**src/hdl/hsvskin_pkg.sv**
```systemverilog
// Shared types, widths and constants of the HSV skin pixel classifier.
package hsvskin_pkg;

   localparam int unsigned CHAN_W = 8;
   localparam int unsigned HUE_W  = 9;
   localparam int unsigned SAT_W  = 7;
   localparam int unsigned CSR_W  = 9;
   localparam int unsigned HN_W   = 17;
   localparam int unsigned SATP_W = 15;

   localparam logic [HUE_W-1:0] HUE_LOW_RESET  = 9'd13;
   localparam logic [HUE_W-1:0] HUE_HIGH_RESET = 9'd42;
   localparam logic [SAT_W-1:0] SAT_LOW_RESET  = 7'd15;
   localparam logic [SAT_W-1:0] SAT_HIGH_RESET = 7'd40;

   // Saturation bounds are in hundredths, so the spread is scaled by this.
   localparam logic [SATP_W-1:0] SAT_SCALE = 15'd100;

   typedef enum logic [1:0] {
      CSR_HUE_LOW  = 2'd0,
      CSR_HUE_HIGH = 2'd1,
      CSR_SAT_LOW  = 2'd2,
      CSR_SAT_HIGH = 2'd3
   } csr_index_type;

   // Per-pixel values handed from the hue stage to the bound tests.
   typedef struct packed {
      logic              nonzero;
      logic [CHAN_W-1:0] mx;
      logic [CHAN_W-1:0] d;
      logic [HN_W-1:0]   hn;
   } pix_prep_type;

endpackage

```
**src/hdl/hsvskin_prep.sv**
```systemverilog
// Maximum, minimum, spread and hue numerator of one RGB pixel.
module hsvskin_prep import hsvskin_pkg::*; (
   input  logic [CHAN_W-1:0] red,
   input  logic [CHAN_W-1:0] green,
   input  logic [CHAN_W-1:0] blue,
   output pix_prep_type      prep
);

   logic              blue_max;
   logic              green_max;
   logic [CHAN_W-1:0] mx;
   logic [CHAN_W-1:0] mn;
   logic [CHAN_W-1:0] d;
   logic [18:0]       d19;
   logic signed [8:0] diff_s;
   logic signed [18:0] term_s;
   logic signed [18:0] hn_s;

   always_comb begin
      blue_max  = (blue >= red) && (blue >= green);
      green_max = (green >= red);

      mx = red;
      if (green > mx) begin
         mx = green;
      end
      if (blue > mx) begin
         mx = blue;
      end
      mn = red;
      if (green < mn) begin
         mn = green;
      end
      if (blue < mn) begin
         mn = blue;
      end
      d   = mx - mn;
      d19 = 19'(d);

      // The hue is kept as a numerator over the spread: H = hn / d.
      if (blue_max) begin
         diff_s = $signed({1'b0, red}) - $signed({1'b0, green});
      end else if (green_max) begin
         diff_s = $signed({1'b0, blue}) - $signed({1'b0, red});
      end else begin
         diff_s = $signed({1'b0, green}) - $signed({1'b0, blue});
      end
      term_s = 19'(diff_s) * 19'sd60;

      if (blue_max) begin
         hn_s = $signed(d19 * 19'd240) + term_s;
      end else if (green_max) begin
         hn_s = $signed(d19 * 19'd120) + term_s;
      end else if (term_s < 19'sd0) begin
         hn_s = $signed(d19 * 19'd360) + term_s;
      end else begin
         hn_s = term_s;
      end

      prep.nonzero = (d != '0);
      prep.mx      = mx;
      prep.d       = d;
      prep.hn      = hn_s[HN_W-1:0];
   end

endmodule

```
**src/hdl/hsv_skin_pixel_classifier.sv**
```systemverilog
// A pixel taken by the input register moves on through the hue and result registers.
// One pixel per clock unless stalled; input, hue and result registers form a three-stage pipe.
// Back-pressure from rsp_ready holds only full stages: a stage keeps its beat while the one
// after it is full and held, and an empty stage still takes a beat, so bubbles close up.
// Reset (synchronous, active high) empties the pipe and restores the default bounds:
// hue 13..42 degrees and saturation 15..40 hundredths, all exclusive.
module hsv_skin_pixel_classifier import hsvskin_pkg::*; (
   input  logic              clock,
   input  logic              reset,
   input  logic              req_valid,
   output logic              req_ready,
   input  logic [CHAN_W-1:0] req_red,
   input  logic [CHAN_W-1:0] req_green,
   input  logic [CHAN_W-1:0] req_blue,
   output logic              rsp_valid,
   input  logic              rsp_ready,
   output logic              rsp_is_skin,
   input  logic              csr_wr_en,
   input  logic [1:0]        csr_index,
   input  logic [CSR_W-1:0]  csr_wdata
);

   // Bound registers.
   logic [HUE_W-1:0] hue_low_ff,  hue_low_in;
   logic [HUE_W-1:0] hue_high_ff, hue_high_in;
   logic [SAT_W-1:0] sat_low_ff,  sat_low_in;
   logic [SAT_W-1:0] sat_high_ff, sat_high_in;

   // Stage one holds the raw pixel, stage two the hue numerator and spread,
   // stage three the classified beat that waits on the output.
   logic              s1_valid_ff, s1_valid_in;
   logic [CHAN_W-1:0] s1_red_ff, s1_green_ff, s1_blue_ff;
   logic              s2_valid_ff, s2_valid_in;
   pix_prep_type      s2_prep_ff, s2_prep_in;
   logic              s3_valid_ff, s3_valid_in;
   logic              s3_skin_ff, s3_skin_in;

   logic out_free;
   logic s2_free;
   logic s1_free;
   logic s2_adv;
   logic s1_adv;
   logic req_take;

   logic [HN_W-1:0]   hue_lo_prod;
   logic [HN_W-1:0]   hue_hi_prod;
   logic [SATP_W-1:0] sat_lo_prod;
   logic [SATP_W-1:0] sat_hi_prod;
   logic [SATP_W-1:0] d_scaled;

   // A stage can take a new beat when it is empty or its beat moves on in
   // the same cycle; the chain runs back from the output handshake.
   assign out_free  = !s3_valid_ff || rsp_ready;
   assign s2_adv    = s2_valid_ff && out_free;
   assign s2_free   = !s2_valid_ff || out_free;
   assign s1_adv    = s1_valid_ff && s2_free;
   assign s1_free   = !s1_valid_ff || s2_free;
   assign req_ready = s1_free;
   assign req_take  = req_valid && req_ready;

   assign rsp_valid   = s3_valid_ff;
   assign rsp_is_skin = s3_skin_ff;

   hsvskin_prep u_prep (
      .red   (s1_red_ff),
      .green (s1_green_ff),
      .blue  (s1_blue_ff),
      .prep  (s2_prep_in)
   );

   // Exact bound tests by cross-multiplication: hue_low < hn/d < hue_high and
   // sat_low/100 < d/mx < sat_high/100. A zero spread (black or gray) never passes.
   always_comb begin
      hue_lo_prod = HN_W'(hue_low_ff)  * HN_W'(s2_prep_ff.d);
      hue_hi_prod = HN_W'(hue_high_ff) * HN_W'(s2_prep_ff.d);
      sat_lo_prod = SATP_W'(sat_low_ff)  * SATP_W'(s2_prep_ff.mx);
      sat_hi_prod = SATP_W'(sat_high_ff) * SATP_W'(s2_prep_ff.mx);
      d_scaled    = SATP_W'(s2_prep_ff.d) * SAT_SCALE;
      s3_skin_in  = s2_prep_ff.nonzero
                    && (hue_lo_prod < s2_prep_ff.hn)
                    && (s2_prep_ff.hn < hue_hi_prod)
                    && (sat_lo_prod < d_scaled)
                    && (d_scaled < sat_hi_prod);
   end

   // Register writes; an index outside the list is ignored.
   always_comb begin
      hue_low_in  = hue_low_ff;
      hue_high_in = hue_high_ff;
      sat_low_in  = sat_low_ff;
      sat_high_in = sat_high_ff;
      if (csr_wr_en) begin
         case (csr_index)
            CSR_HUE_LOW:  hue_low_in  = csr_wdata[HUE_W-1:0];
            CSR_HUE_HIGH: hue_high_in = csr_wdata[HUE_W-1:0];
            CSR_SAT_LOW:  sat_low_in  = csr_wdata[SAT_W-1:0];
            CSR_SAT_HIGH: sat_high_in = csr_wdata[SAT_W-1:0];
            default: ;
         endcase
      end
   end

   always_comb begin
      s1_valid_in = req_take || (s1_valid_ff && !s2_free);
      s2_valid_in = s1_adv   || (s2_valid_ff && !out_free);
      s3_valid_in = s2_adv   || (s3_valid_ff && !rsp_ready);
   end

   always_ff @(posedge clock) begin
      if (reset) begin
         hue_low_ff  <= HUE_LOW_RESET;
         hue_high_ff <= HUE_HIGH_RESET;
         sat_low_ff  <= SAT_LOW_RESET;
         sat_high_ff <= SAT_HIGH_RESET;
         s1_valid_ff <= 1'b0;
         s2_valid_ff <= 1'b0;
         s3_valid_ff <= 1'b0;
      end else begin
         hue_low_ff  <= hue_low_in;
         hue_high_ff <= hue_high_in;
         sat_low_ff  <= sat_low_in;
         sat_high_ff <= sat_high_in;
         s1_valid_ff <= s1_valid_in;
         s2_valid_ff <= s2_valid_in;
         s3_valid_ff <= s3_valid_in;
      end
   end

   // Payload registers load only when their stage takes a beat.
   always_ff @(posedge clock) begin
      if (req_take) begin
         s1_red_ff   <= req_red;
         s1_green_ff <= req_green;
         s1_blue_ff  <= req_blue;
      end
      if (s1_adv) begin
         s2_prep_ff <= s2_prep_in;
      end
      if (s2_adv) begin
         s3_skin_ff <= s3_skin_in;
      end
   end

`ifndef SYNTHESIS
   // A stalled middle stage keeps its beat.
   a_s2_hold: assert property (@(posedge clock) disable iff (reset)
      (s2_valid_ff && !out_free) |=> (s2_valid_ff && $stable(s2_prep_ff)))
      else $error("hue stage lost or changed a stalled beat");

   // A gray or black pixel never leaves as skin.
   a_gray_not_skin: assert property (@(posedge clock) disable iff (reset)
      (s2_adv && !s2_prep_ff.nonzero) |=> !rsp_is_skin)
      else $error("zero-spread pixel classified as skin");

   // Hue bounds that leave no room reject every pixel.
   a_empty_hue_band: assert property (@(posedge clock) disable iff (reset)
      (s2_adv && (hue_low_ff >= hue_high_ff)) |=> !rsp_is_skin)
      else $error("pixel passed an empty hue band");
`endif

endmodule

```
**config.mk**
```make
export PLATFORM = sky130hd
export DESIGN_NAME = hsv_skin_pixel_classifier
export DESIGN_NICKNAME = d
export VERILOG_FILES = /design/src/hdl/hsvskin_pkg.sv /design/src/hdl/hsvskin_prep.sv /design/src/hdl/hsv_skin_pixel_classifier.sv
export SDC_FILE = /design/constraint.sdc
export NUM_CORES = 1
export LEC_CHECK = 0
export BUFFER_PORTS_ARGS = -buffer_cell sky130_fd_sc_hd__buf_2
export CORE_MARGIN = 4
export CORE_UTILIZATION = 31
export CTS_CLUSTER_DIAMETER = 80
export DETAILED_ROUTE_END_ITERATION = 12
export HOLD_SLACK_MARGIN = 0.06
export PLACE_DENSITY = 0.5
export SKIP_CTS_REPAIR_TIMING = 1
export SYNTH_ARGS = -nofsm -noshare
export SYNTH_HDL_FRONTEND = slang
export SYNTH_HIERARCHICAL = 1
export SYNTH_SLANG_ARGS = --single-unit
```
**constraint.sdc**
```tcl
create_clock -name clock -period 11.4 [get_ports clock]
set_input_delay 0.57 -clock clock [delete_from_list [all_inputs] [get_ports clock]]
set_output_delay 0.57 -clock clock [all_outputs]
set_load 0.02 [all_outputs]
```
## After elaboration in Yosys (flattened, before gate mapping)

Cells that the tools add are included.

- Add/subtract/negate cells: 7
- Multiplexer cells: 9
- $lt $le $gt $ge: 12
- Reductions and logical operators: 29
- Multipliers: 9
- Equal/unequal tests: 3

Operators with widths:

| kind | count |
|---|---|
| $mux 17 | 3 |
| $add 17x16->17 | 2 |
| $lt 17x17->1 | 2 |
| $mul 9x8->17 | 2 |
| $mux 8 | 4 |
| $lt 15x15->1 | 2 |
| $mul 7x8->15 | 2 |
| $sub 8x8->9 | 3 |
| $ge 8x8->1 | 3 |
| $mul 8x4->12 const B | 2 |
| $mux 9 | 2 |
| $add 16x16->17 | 1 |
| $gt 8x8->1 | 2 |
| $lt 16x1->1 const B | 1 |
| $lt 8x8->1 | 2 |
| $mul 8x6->14 const B | 1 |
| $mul 9x5->14 const B | 1 |
| $mul 8x5->13 const B | 1 |
| $logic_and 1x1->1 | 11 |
| $reduce_and 2->1 | 4 |
| $reduce_bool 8->1 | 1 |
| $sub 8x8->8 | 1 |
| $logic_not 1->1 | 6 |
| $logic_or 1x1->1 | 6 |
| other kinds (3) | 4 |

- Flip-flop bits (word level): 94
- Logic and storage cells: 84
- Output and inout bits: 3

## Longest topological paths before layout

Gate-level depths: netlist of run 1.

- Depth after elaboration: 10
- Mapped depth: 50
- Depth with buffers taken out: 49

## Hierarchy

Netlist of run 1, hierarchy kept.

By module, submodules not included:

| module | cells each | sequential area each (um^2) | instances | area an instance (um^2) |
|---|---|---|---|---|
| hsv_skin_pixel_classifier | 1,435 | 2,472.4 | 1 | 13,163.9 |
| hsvskin_prep | 913 | 0.0 | 1 | 6,892.9 |

## Worst setup path after synthesis of run 1

OpenSTA, ideal clock, no wires.

- Path kind: register -> register
- Start: register s1_red_ff[3]
- End: register s2_prep_ff[16] in the netlist's numbering (data pin)
- Slack: 2.617 ns
- Setup time: 0.256 ns
- Stages on the path, launching flop included: 44
- Data arrival time: 8.527 ns
- Data required time: 11.144 ns
- Buffers on the path: 1
- Path through: edfxtp_1 ha_1 and3_1 a31oi_1 a21bo_2 nand2_2 buf_1 nor2_1 a21oi_1 ha_1 nand3_1 nor2_1 a2111o_1 a21o_1 and2_1 a21o_1 ha_1 nor2b_1 (+8 left out) xnor3_1 fa_1 inv_1 fa_1 inv_1 ha_1 inv_1 o21bai_1 a21oi_1 nor2b_1 nor2_1 xnor2_1 ha_1 o41ai_1 o21ai_0 xnor2_1 a22o_1 a22o_1

RTL lines:

| element | line | RTL |
|---|---|---|
| from (decl) | hsv_skin_pixel_classifier.sv:32 | `logic [CHAN_W-1:0] s1_red_ff, s1_green_ff, s1_blue_ff;` |
| from (signal assigned) | hsv_skin_pixel_classifier.sv:132 | `s1_red_ff <= req_red;` |
| to (signal assigned) | hsv_skin_pixel_classifier.sv:137 | `s2_prep_ff <= s2_prep_in;` |
| to (decl) | hsv_skin_pixel_classifier.sv:34 | `pix_prep_type s2_prep_ff, s2_prep_in;` |

==> run summary, run 1 <==
The run finished with clean final reports. The number of standard-cell rows in the floorplan is 92. In the routed design, unresolved DRC markers number 0. The via count of the first global-routing pass is 16370. Setup repair after global routing left no endpoint under its margin. The clock tree root driver cell is clkbuf_16. Sorting the synthesized cells by how often they occur yields 390 x inv_1, 374 x ha_1, 248 x nand2_1. The number of synthesis warnings is 6. The die height came out at 262.4 um. For the worst-skew pair, the clock arrives at the later sink with an insertion delay of 0.39 ns. The category of the critical setup timing path is flip-flop to flip-flop. The startpoint identified for the worst hold timing path is req_blue[4]. The core box area came out at 63540 um2. The post-synthesis sequential element count came out at 94.

The detail route stage leaves a number of antenna-violating nets equal to 0. The total global routing overflow came out at 0. The total number of nets in the final design came out at 2970. The hold violation count in the final report is 0. The slew at the pin with the worst max-slew slack is 0.9502 ns. The post-synthesis sequential area ratio is 12.33%.

The maximum buffer depth of the clock tree is 2. Measured along the x axis, the die boundary spans 262.4 um. The overall via count from detail_route is 15760. The count of final max-slew check failures is 0.

The starting utilization of the core area is 31.57%. The most instantiated library cell after synthesis is inv_1. Headroom to the max-slew limit came out at 36.38%. The distinct cell type count of the synthesized netlist is 88.

The min-delay analysis places its worst path in the category primary input to flip-flop. After detailed routing, the average wire length per cell comes to 15.89 um. The die outline area came out at 68830 um2. The cell area that synthesis handed to floorplanning was 20060 um2. The critical path's largest stage delay came out at 0.59 ns. The count of buffers from port buffering is 42. The clock-pin slew of the registers on the worst-case setup and hold paths is 0.08 ns. The first-pass detailed-route iteration total is 5. The maximum fanout along the worst path came out at 28. By area the synthesized netlist is led by ha_1 23%, fa_1 18%, edfxtp_1 8.8%.

The routability congestion estimate from global placement is 0.8925. The number of buffers created by CTS is 9. Counting stages on the worst path, the most repeated cell is ha_1. Each instance of the synthesized netlist takes up on average 8.542 um2. In this run the worst setup path begins at s1_green_ff[1]. The pin count of the biggest net entering global routing is 36. The data required time at the worst endpoint is 11.55 ns.

For met2 alone, demand over resource in global routing was 25.12%. The number of filler cells placed in the layout is 6722. The most used flip-flop cell after synthesis is edfxtp_1. The arrival time of the worst setup path is 10.11 ns. The critical path startpoint category is a flip-flop.

For this run, global-route usage on met3 was measured as 2.200%. The portion of synthesized cell area occupied by the leading cell type came out at 23.33%. The startpoint identified for the worst register-to-register timing path is s1_green_ff[1]. The tool flagged a number of max-cap violations equal to 0. Global routing consumed, on the met1 layer, 20.73% of the routing resources. The number of design-rule violations left by the first detailed-router iteration is 672.

The first-pass GRT wire length came out at 85.26 mm. The total detailed-routing wirelength is 51.26 mm. The largest area contributor in the netlist is ha_1. The worst path needs 9.957 ns of the cycle, external delays included. The peak clock frequency supported by timing is 100.4 MHz.

The via-per-instance ratio is 4.888. The fraction of layout cells with a size suffix above 1 came out at 4.962%. Setup violations remaining at the end of the flow were counted as 0. The number of sinks handled by clock tree synthesis is 94. The number of top-level pins is 43. The number of enable-type register cells in the synthesized netlist came out at 59. The total negative setup slack came out at 0 ns. The total global-route track usage is 15.03%. The deepest level of the CTS H-tree came out at 3. Across all hold checks on the routed design, the worst slack comes to 0.3691 ns. The worst setup skew after layout came out at 0.01579 ns. The number of antenna violations at the first check in global routing is 1.

The worst path uses 87.34% of the clock period. Compared with the post-synthesis result, the final layout area differs by 7.704%. met2 is the most crowded layer.

The worst setup path is captured at a flip-flop. The detailed-placement wirelength estimate came out at 42.83 mm. The fraction of registers with async set/reset came out at 0%. The slowest cell on the critical path is o41ai_1. The clock tree from TritonCTS is yes.

Counting every instance in the synthesized netlist gives 2348.
==> area by class of cell <==
type                            instances  area, um2  share of cell area (%)
Clock inverter                          4      27.53                  0.1274
Clock buffer                           12      267.8                   1.240
Sequential cell                        94       2472                   11.45
Multi-Input combinational cell       1814      15940                   73.78
Timing Repair Buffer                   63      367.9                   1.703
Antenna cell                            1      2.502                 0.01158
Inverter                              391       1468                   6.794
Tap cell                              846       1059                   4.900
==> path summary, 6_finish.rpt <==
kind	endpoint	slack (ns)	cells past startpoint
worst max-delay path	s2_prep_ff[16]	1.44	42
worst min-delay path	s1_blue_ff[4]	0.37	1
worst max register to register	s2_prep_ff[16]	1.44	42
worst min register to register	s2_valid_ff	0.55	2
==> kinds of logic after synthesis <==
kind of cell | after synthesis | synth area share [%]
AOI/OAI and AO/OA | 420 | 13.85
xor gates and xnor gates | 133 | 5.876
adders and majority gates | 557 | 41.60
buffers and inverters | 441 | 8.341
DFF | 94 | 12.33
muxes | 29 | 1.485
other | 1 | 0.01870
and+or+nand+nor | 673 | 16.51
==> cell usage in the layout (no fill, tap or decap), drive strengths merged, types with 35 or more instances in the layout <==
| cell | Yosys | final |
|---|---|---|
| edfxtp | 59 | 59 |
| nor2 | 114 | 114 |
| and2 | 145 | 145 |
| ha | 374 | 374 |
| a21o | 50 | 50 |
| fa | 183 | 183 |
| o21ai | 90 | 90 |
| nand2 | 249 | 249 |
| xnor2 | 92 | 92 |
| xor2 | 40 | 40 |
| dfxtp | 35 | 35 |
| a21oi | 131 | 131 |
| buf | 8 | 63 |
| inv | 391 | 393 |
==> critical path, delay by kind of cell, from the launching register on <==
kind,cells,cell delay (ns)
xor gates and xnor gates,3,0.66
AOI/OAI and AO/OA,17,4.30
buffers and inverters,4,0.29
and+or+nand+nor,11,1.61
DFF,1,0.49
adders and majority gates,7,2.36
==> through the flow <==
step | util (%) | setup slack [ns] | cell area [um2] | std cells
4_1_cts | 33.99 | 1.469 | 21600 | 3224
3_5_place_dp | 33.53 | 1.487 | 21300 | 3208
3_3_place_gp | 33.53 | 1.695 | 21300 | 3208
5_1_grt | 33.99 | 0.3010 | 21600 | 3224
6_report | 34.00 | 1.443 | 21600 | 3225
2_1_floorplan | - | 2.617 | 20060 | 2349
==> registers in the layout (all words and copies together), names as in the netlist <==
register / flops
sat_high_ff: 7
s1_blue_ff: 8
s1_valid_ff: 1
s2_valid_ff: 1
rsp_valid: 1
sat_low_ff: 7
hue_high_ff: 9
s2_prep_ff: 34
s1_green_ff: 8
hue_low_ff: 9
s1_red_ff: 8
rsp_is_skin: 1
==> metal layers <==
metal  wire (um)  vias to the layer above
li1            -                     7840
met1       24740                     7634
met2       23900                      231
met3        1665                       56
met4         943                        2
met5          13                        -
Power of run 1 is not shown: default switching activity piles up to over one toggle a cycle in this logic, so the estimate is an artifact.
==> run 2, diff against run 1 <==
CORE_MARGIN = 3   (was 4)
==> run summary, run 2 (synthesized netlist as in run 1, its figures left out) <==
The via count of the first global-routing pass came out at 15940. The arrival time of the worst setup path came out at 10.08 ns. The library cell used most frequently in the layout, excluding fill and tap cells, is inv_1. By startpoint and endpoint, the worst setup path is classified as flip-flop to flip-flop.

The die height came out at 260.4 um. Across the routed clock network, the largest skew measured is 0.01052 ns. The clock passes through at most 2 buffers.

Summing over every cut layer, the via total after detailed routing is 15600. The critical path's largest stage delay is 0.58 ns. The classification of the worst-slack hold path is primary input to flip-flop. Among all stages on the critical path, the largest delay is contributed by o41ai_1. The total DRC errors in the routed layout is 0. For this run, the top clock speed supported by timing is 100.7 MHz. The total global-route track usage is 15.28%. The clock net in this run drives a total of 94 sinks. The number of antenna violations at the first check in global routing came out at 0. Measured against its own limit, the worst slew margin works out to 14.93%. Counting the buffers created by CTS gives 9. Routability-driven placement finished with a final weighted congestion of 0.8429. For this block, the initial DRC count from the detailed router was 733. The detailed-placement wirelength estimate is 42.25 mm. The count of cells along the worst register-to-register path is 42. In this run the core area contains 92 standard-cell rows. The core box area came out at 63540 um2. The first global-routing pass estimated 82.97 mm of wire. The root buffer cell chosen for the clock tree is clkbuf_16.

The total global routing overflow is 0. The flow ran to the end, and the final reports show no timing, DRC or antenna violations. The count of buffers from port buffering came out at 42. The pin count of the biggest net entering global routing is 36.

The average wire per cell in the routed design came out at 15.58 um. TritonCTS built the clock tree. The count of final max-slew check failures is 0. Ranked by flip-flop count, first place goes to s2_prep_ff. After clock tree synthesis, the clock-pin slew on the worst setup and hold paths is 0.08 ns. The total number of nets in the final design is 2970. The fraction of layout cells with a size suffix above 1 is 5.004%.

The largest registers in the layout are s2_prep_ff x34, hue_high_ff x9, hue_low_ff x9. The detail route stage leaves a number of antenna-violating nets equal to 0. The total detailed-routing wirelength is 50.22 mm.

The library cells used most frequently in the layout, excluding fill and tap cells, are 390 x inv_1, 374 x ha_1, 248 x nand2_1, 183 x fa_1, 145 x and2_1. The cell that appears most often on the critical path is ha_1. The final setup violation count came out at 0. The width of the die came out at 260.4 um. The worst setup path is captured at a flip-flop. At the pin with the least slew margin, the transition time is 1.271 ns.

Setup repair after global routing left no endpoint under its margin. STA classifies the critical path startpoint as a flip-flop. The first-pass detailed-route iteration total is 5.

The data required time at the worst endpoint came out at 11.55 ns. The deepest level of the CTS H-tree came out at 3. The register with the most flip-flops in the layout has 34 of them. The hold violation count in the final report came out at 0. In this run the count of I/O pins placed on the die edge is 43.

The via-per-instance ratio is 4.840. The clock latency at the later pin of the worst-skew pair is 0.38 ns. Along the worst hold path, the cell count comes to 1. The time the final worst path needs with I/O delays and setup came out at 9.934 ns. The die covers 67790 um2.

The layout-stage area growth over the synthesis result came out at 7.835%. The final clock period utilization by the worst path is 87.14%. The count of inserted antenna diode cells is 0. The count of max-cap constraint violations came out at 0. The starting utilization of the core area is 31.57%. After routing, the total negative slack on setup checks comes to 0 ns. The maximum fanout along the worst path came out at 28.
run 2: path summary, 6_finish.rpt:
path	to	slack, ns	from
setup / recovery	s2_prep_ff[16]	1.47	s1_green_ff[1]
hold / removal	s1_blue_ff[3]	0.36	req_blue[3]
setup reg to reg	s2_prep_ff[16]	1.47	s1_green_ff[1]
hold reg to reg	s2_valid_ff	0.55	s1_valid_ff
run 2: layout make-up:
type                       count  area, um2
clock buffer                  11      275.3
clock inverter                 5      48.80
fill                        6636      41910
inverter                     391       1468
multi-input combinational   1814      15940
sequential                    94       2472
tap                          846       1059
timing repair buffer          63      367.9
run 2: critical path: cells and delay by family (launching register included):
family          cells  cell delay, ns
compound gates     17            4.22
xor+xnor            3            0.68
fa+ha+maj           7            2.42
buf+inv             4            0.26
flops               1            0.48
simple gates       11            1.63
run 2: routing by layer:
metal,share of wire [%],track usage [%],vias up
li1,-,-,7855
met1,48,20.83,7451
met2,46,25.26,232
met3,3.3,2.271,65
met4,2.3,4.041,0
met5,0,0,-
run 2: stage by stage:
step	instances	utilization [%]	instance area, um2	hold WS [ns]	setup slack [ns]
final	3224	34.04	21630	0.3566	1.466
after global routing	3224	34.04	21630	0.3263	0.5023
after CTS	3224	34.04	21630	0.3291	1.485
after detailed placement	3208	33.53	21300	0.5387	1.499
after global placement	3208	33.53	21300	0.5273	1.674
after floorplan	2349	-	20060	0.4756	2.617
Power of run 2 is left out for the same reason.
